$ cat config.mk
export PLATFORM = sky130hd
export DESIGN_NAME = cse_ctrl
export DESIGN_NICKNAME = d
export VERILOG_FILES = /design/src/hdl/cse_pkg.sv /design/src/hdl/cse_ctrl.sv
export SDC_FILE = /design/constraint.sdc
export NUM_CORES = 1
export LEC_CHECK = 0
export BUFFER_PORTS_ARGS = -buffer_cell sky130_fd_sc_hd__buf_2
export CAP_MARGIN = 20
export CORE_AREA = 2 2 39 41
export CTS_CLUSTER_DIAMETER = 100
export DETAILED_ROUTE_END_ITERATION = 8
export DIE_AREA = 0 0 41 43
export PLACE_DENSITY = 0.44
export SLEW_MARGIN = 10
export SYNTH_ARGS = -nofsm -noshare
export SYNTH_HDL_FRONTEND = slang
export SYNTH_SLANG_ARGS = --single-unit
$ cat constraint.sdc
create_clock -name clk_i -period 0.8 [get_ports clk_i]
set_input_delay 0.12 -clock clk_i [delete_from_list [all_inputs] [get_ports clk_i]]
set_output_delay 0.12 -clock clk_i [all_outputs]
set_load 0.05 [all_outputs]
$ cat src/hdl/cse_pkg.sv
// Shared types, constants and helpers of the configuration space enumerator.
// Used by modules cse_ctrl, cse_dp and config_space_enumerator.
package cse_pkg;

  // Table geometry
  localparam int TABLE_DEPTH = 64;
  localparam int IDX_W  = (TABLE_DEPTH > 1) ? $clog2(TABLE_DEPTH) : 1;
  localparam int CNT_W  = $clog2(TABLE_DEPTH + 1);
  localparam int SRCH_W = (CNT_W > 7) ? CNT_W : 7;

  // Opcodes
  localparam logic [2:0] OP_START      = 3'd0;
  localparam logic [2:0] OP_DATA       = 3'd1;
  localparam logic [2:0] OP_FIND_ID    = 3'd2;
  localparam logic [2:0] OP_FIND_CLASS = 3'd3;
  localparam logic [2:0] OP_GET        = 3'd4;

  // Result status codes
  localparam logic [2:0] ST_REQ  = 3'd0;
  localparam logic [2:0] ST_DONE = 3'd1;
  localparam logic [2:0] ST_HIT  = 3'd2;
  localparam logic [2:0] ST_MISS = 3'd3;
  localparam logic [2:0] ST_BAD  = 3'd4;

  // Scan phases
  localparam logic [1:0] PH_ID    = 2'd0;
  localparam logic [1:0] PH_CLASS = 2'd1;
  localparam logic [1:0] PH_IRQ   = 2'd2;
  localparam logic [1:0] PH_HDR   = 2'd3;

  localparam logic [15:0] VENDOR_NONE  = 16'hFFFF;
  localparam logic [7:0]  SUB_ANY      = 8'hFF;
  localparam logic [7:0]  OFFSET_MASK  = 8'hFC;
  localparam logic [8:0]  BUS_MAX      = 9'd256;
  localparam logic [8:0]  BUS_COUNT_RST = 9'd8;

  localparam int ID_W   = 32;
  localparam int INFO_W = 48;

  typedef enum logic [1:0] {
    MODE_ID,
    MODE_CLASS,
    MODE_INDEX
  } mode_e;

  typedef enum logic [0:0] {
    S_IDLE,
    S_SEARCH
  } state_e;

  typedef struct packed {
    logic [2:0]  opcode;
    logic [31:0] read_data;
    logic [15:0] key_vendor;
    logic [15:0] key_device;
    logic [7:0]  key_class;
    logic [7:0]  key_subclass;
    logic [5:0]  query_index;
  } in_req_t;

  typedef struct packed {
    logic [2:0]  status;
    logic [31:0] request_address;
    logic [6:0]  device_count;
    logic [5:0]  entry_index;
    logic [15:0] location;
    logic [15:0] vendor_id;
    logic [15:0] device_id;
    logic [7:0]  class_code;
    logic [7:0]  subclass_code;
    logic [7:0]  prog_interface;
    logic [7:0]  irq_line;
  } out_req_t;

  // Controller to datapath
  typedef struct packed {
    logic start;
    logic take_data;
    logic bad;
    logic query_begin;
    logic step;
    logic load_hit;
    logic load_miss;
  } cmd_t;

  // Datapath to controller
  typedef struct packed {
    logic scanning;
    logic out_busy;
    logic hit;
    logic exhausted;
  } sts_t;

  // Configuration offset read in each scan phase
  function automatic logic [7:0] phase_offset(input logic [1:0] ph);
    logic [7:0] off;
    unique case (ph)
      PH_ID:    off = 8'h00;
      PH_CLASS: off = 8'h08;
      PH_IRQ:   off = 8'h3C;
      default:  off = 8'h0C;
    endcase
    return off;
  endfunction

endpackage

$ cat src/hdl/cse_ctrl.sv
// Controller of the enumerator: accepts requests, sequences table searches.
// Depends on cse_pkg; drives cse_dp through cmd_t and reads sts_t.
module cse_ctrl (
  input  logic          clk_i,
  input  logic          rst_ni,
  input  logic          in_valid_i,
  output logic          in_stall_o,
  input  logic [2:0]    opcode_i,
  input  cse_pkg::sts_t sts_i,
  output cse_pkg::cmd_t cmd_o
);
  import cse_pkg::*;

  state_e state_q, state_d;
  logic   accept;

  // State register
  always_ff @(posedge clk_i or negedge rst_ni) begin
    if (!rst_ni) begin
      state_q <= S_IDLE;
    end else begin
      state_q <= state_d;
    end
  end

  // Stall while searching or while a held result cannot leave
  assign in_stall_o = (state_q != S_IDLE) || sts_i.out_busy;
  assign accept     = in_valid_i && !in_stall_o;

  // Next state
  always_comb begin
    state_d = state_q;
    unique case (state_q)
      S_IDLE: begin
        if (accept && (opcode_i == OP_FIND_ID || opcode_i == OP_FIND_CLASS ||
                       opcode_i == OP_GET)) begin
          state_d = S_SEARCH;
        end
      end
      S_SEARCH: begin
        if (sts_i.hit || sts_i.exhausted) begin
          state_d = S_IDLE;
        end
      end
      default: state_d = S_IDLE;
    endcase
  end

  // Commands
  always_comb begin
    cmd_o = '0;
    unique case (state_q)
      S_IDLE: begin
        if (accept) begin
          unique case (opcode_i)
            OP_START: cmd_o.start = 1'b1;
            OP_DATA: begin
              if (sts_i.scanning) begin
                cmd_o.take_data = 1'b1;
              end else begin
                cmd_o.bad = 1'b1;
              end
            end
            OP_FIND_ID, OP_FIND_CLASS, OP_GET: cmd_o.query_begin = 1'b1;
            default: cmd_o.bad = 1'b1;
          endcase
        end
      end
      S_SEARCH: begin
        cmd_o.step = 1'b1;
        if (sts_i.hit) begin
          cmd_o.load_hit = 1'b1;
        end else if (sts_i.exhausted) begin
          cmd_o.load_miss = 1'b1;
        end
      end
      default: cmd_o = '0;
    endcase
  end

endmodule

==> results.ini <==
[timing]
finalSetupViolations = 8
max_clock_freq_mhz = 927
fin_ws_ns = -0.279
maxSlewViolCount = 0
setup_tns_ns = -1.79
holdWs_ns = 0.335
period_needed_ns = 1.08
rsz0062_at_grt = yes
tightest_slew_ns = 0.221
slew_headroom_pct = 84.8
worst_clock_skew_ns = 0
finalCritPeriodShare_pct = 135
hold_viol = 0

[route]
drt-initial-drc-count = 1
totalWireLength_um = 499
via_count = 217
ant_nets = 0
vias_per_cell = 3.74
drc = 0
wl_per_cell_um = 8.60
dr.pass1.iters = 2

[final_layout]
final_core_util_pct = 28.8
seqCellArea_um2 = 25.0
fillCellCount = 151
areaGrowthSynthToFinish_pct = 209
drive_gt1_share_pct = 76.2
largest_register_ffs = 1
nets = 54
multi_input_area_um2 = 148
largestRegisters = state_q x1
layout_commonest_cell = buf_2
antennaDiodeCount = 0
final_area_um2 = 398
final_cell_mix = buf_2, buf_6, buf_4
registers.top_by_ff_count = state_q

[outcome]
status = finished, violations left
failed_checks = setup timing

[synthesis]
synth_cell_type_count = 14
avgSynthCellArea_um2 = 7.16
synthCells = 18
synth_area_um2 = 129
syn-num-nets = 28
synth_top_area_share_pct = 19.4
yosysWarnings = 0
ys_seq_area_share_pct = 19.4
yosys.area.top_type = dfrtp_1
synth_area_leaders = dfrtp_1, nor2_1, nor4_2
ys_ff_latch = 1

[place]
io_buffers = 17
dpl_cell_area_um2 = 325
place_congestion = 0.539
dp_hpwl_um = 406
place_ws_ns = -0.501

[worst_setup_path]
worstPathRequired_ns = 0.68
critical_path.slowest_cell = dfrtp_1
worstPathArrival_ns = 0.96
critPathMaxStageDelay_ns = 0.38
critPathKind = reg -> out
worstPathMaxFanout = 5
start_kind = flip-flop
crit_chain = nor2_4, nand2_4, nor4_4, buf_6
endpoint_kind = output port

[global_route]
grt_pass1_vias = 190
grt_max_degree = 6
overflow = 0
antenna_found_initial = 0
grt_pass1_wl_um = 779
grt.total_usage_pct = 5.91

[power_and_ir_drop]
p_leak_uw = 0.000188
ir_worst_vdd_v = 0.000232
cellPowerDensity_nw_per_um2 = 694

[job]
maxCapViolCount = 0

[die]
pin_count = 18
rows = 14
die_width_um = 41
core_um2 = 1380
dieArea_um2 = 1760
die_y_um = 43
initial_core_util_pct = 9.31

[worst_hold_path]
hold_class = in -> reg

[clock_tree]
clkLatencyLatePin_ns = 0
path_clk_slew_ns = 0

==> cells in the mapped netlist <==
library cell / n
inv_1: 2
nor2_1: 4
dfrtp_1: 1
nor4_1: 1
mux2i_1: 1
nor4_2: 1
nor3_1: 1
nand2_2: 1
nand2_1: 1
nor3b_1: 1
nor2_2: 1
and2_2: 1
o32ai_1: 1
buf_4: 1
==> through the flow <==
| step | power, uW | instances |
|---|---|---|
| finish | 276 | 58 |
| global route | 293 | 58 |
| CTS | 277 | 58 |
| detailed placement | 243 | 56 |
| global placement | 243 | 56 |
| floorplan | 165 | 18 |
==> area by class of cell <==
| type | count | area share [%] |
|---|---|---|
| flip-flops and latches | 1 | 6.29 |
| inverters | 2 | 1.89 |
| multi-input cells | 14 | 37.1 |
| repair buffers | 25 | 49.7 |
| well taps | 16 | 5.03 |
==> report_power, final <==
group          internal, uW  switching, uW
Sequential             54.4           3.01
Combinational          94.4            124
Clock                     0              0
==> per-layer routing <==
| layer | global-route usage [%] | up-vias | part of all wire, % | wire length [um] |
|---|---|---|---|---|
| met5 | 0 | - | 0 | 0 |
| met4 | 0 | 0 | 0 | 0 |
| met3 | 2.09 | 0 | 22 | 108 |
| met2 | 9.69 | 18 | 41 | 204 |
| met1 | 7.64 | 88 | 37 | 187 |
| li1 | - | 111 | - | - |
==> kinds of logic (layout without fill, tap and decap cells) <==
| kind of cell | Yosys count | in the layout | share of synthesized area (%) |
|---|---|---|---|
| and+or+nand+nor | 12 | 12 | 54.4 |
| AOI/OAI and AO/OA | 1 | 1 | 6.80 |
| buffers and inverters | 3 | 27 | 11.7 |
| muxes | 1 | 1 | 7.77 |
| DFF | 1 | 1 | 19.4 |
==> timing repair <==
action                                  CTS  global route
gates resized for setup                  17             0
endpoints found under the setup margin    9             9
setup buffers                             1             0
endpoints found under the hold margin     1             0
hold buffers                              1             0
pin swaps                                 3             0
==> critical path, delay by kind of cell (launching register included) <==
family                 cells  cell delay [ns]
DFF                        1             0.38
buffers and inverters      1             0.19
and+or+nand+nor            3             0.38
==> final timing paths <==
kind | start | to | slack (ns) | cells past startpoint
worst max-delay path | state_q | cmd_o[5] | -0.28 | 4
worst min-delay path | sts_i[0] | state_q | 0.33 | 2
worst max register to register | state_q | state_q | -0.25 | 4
worst min register to register | state_q | state_q | 0.69 | 3
max in group asynchronous | rst_ni | state_q | 0.27 | 2
min in group asynchronous | rst_ni | state_q | 0.45 | 2
Note: power is estimated with default switching activity, not from simulation.
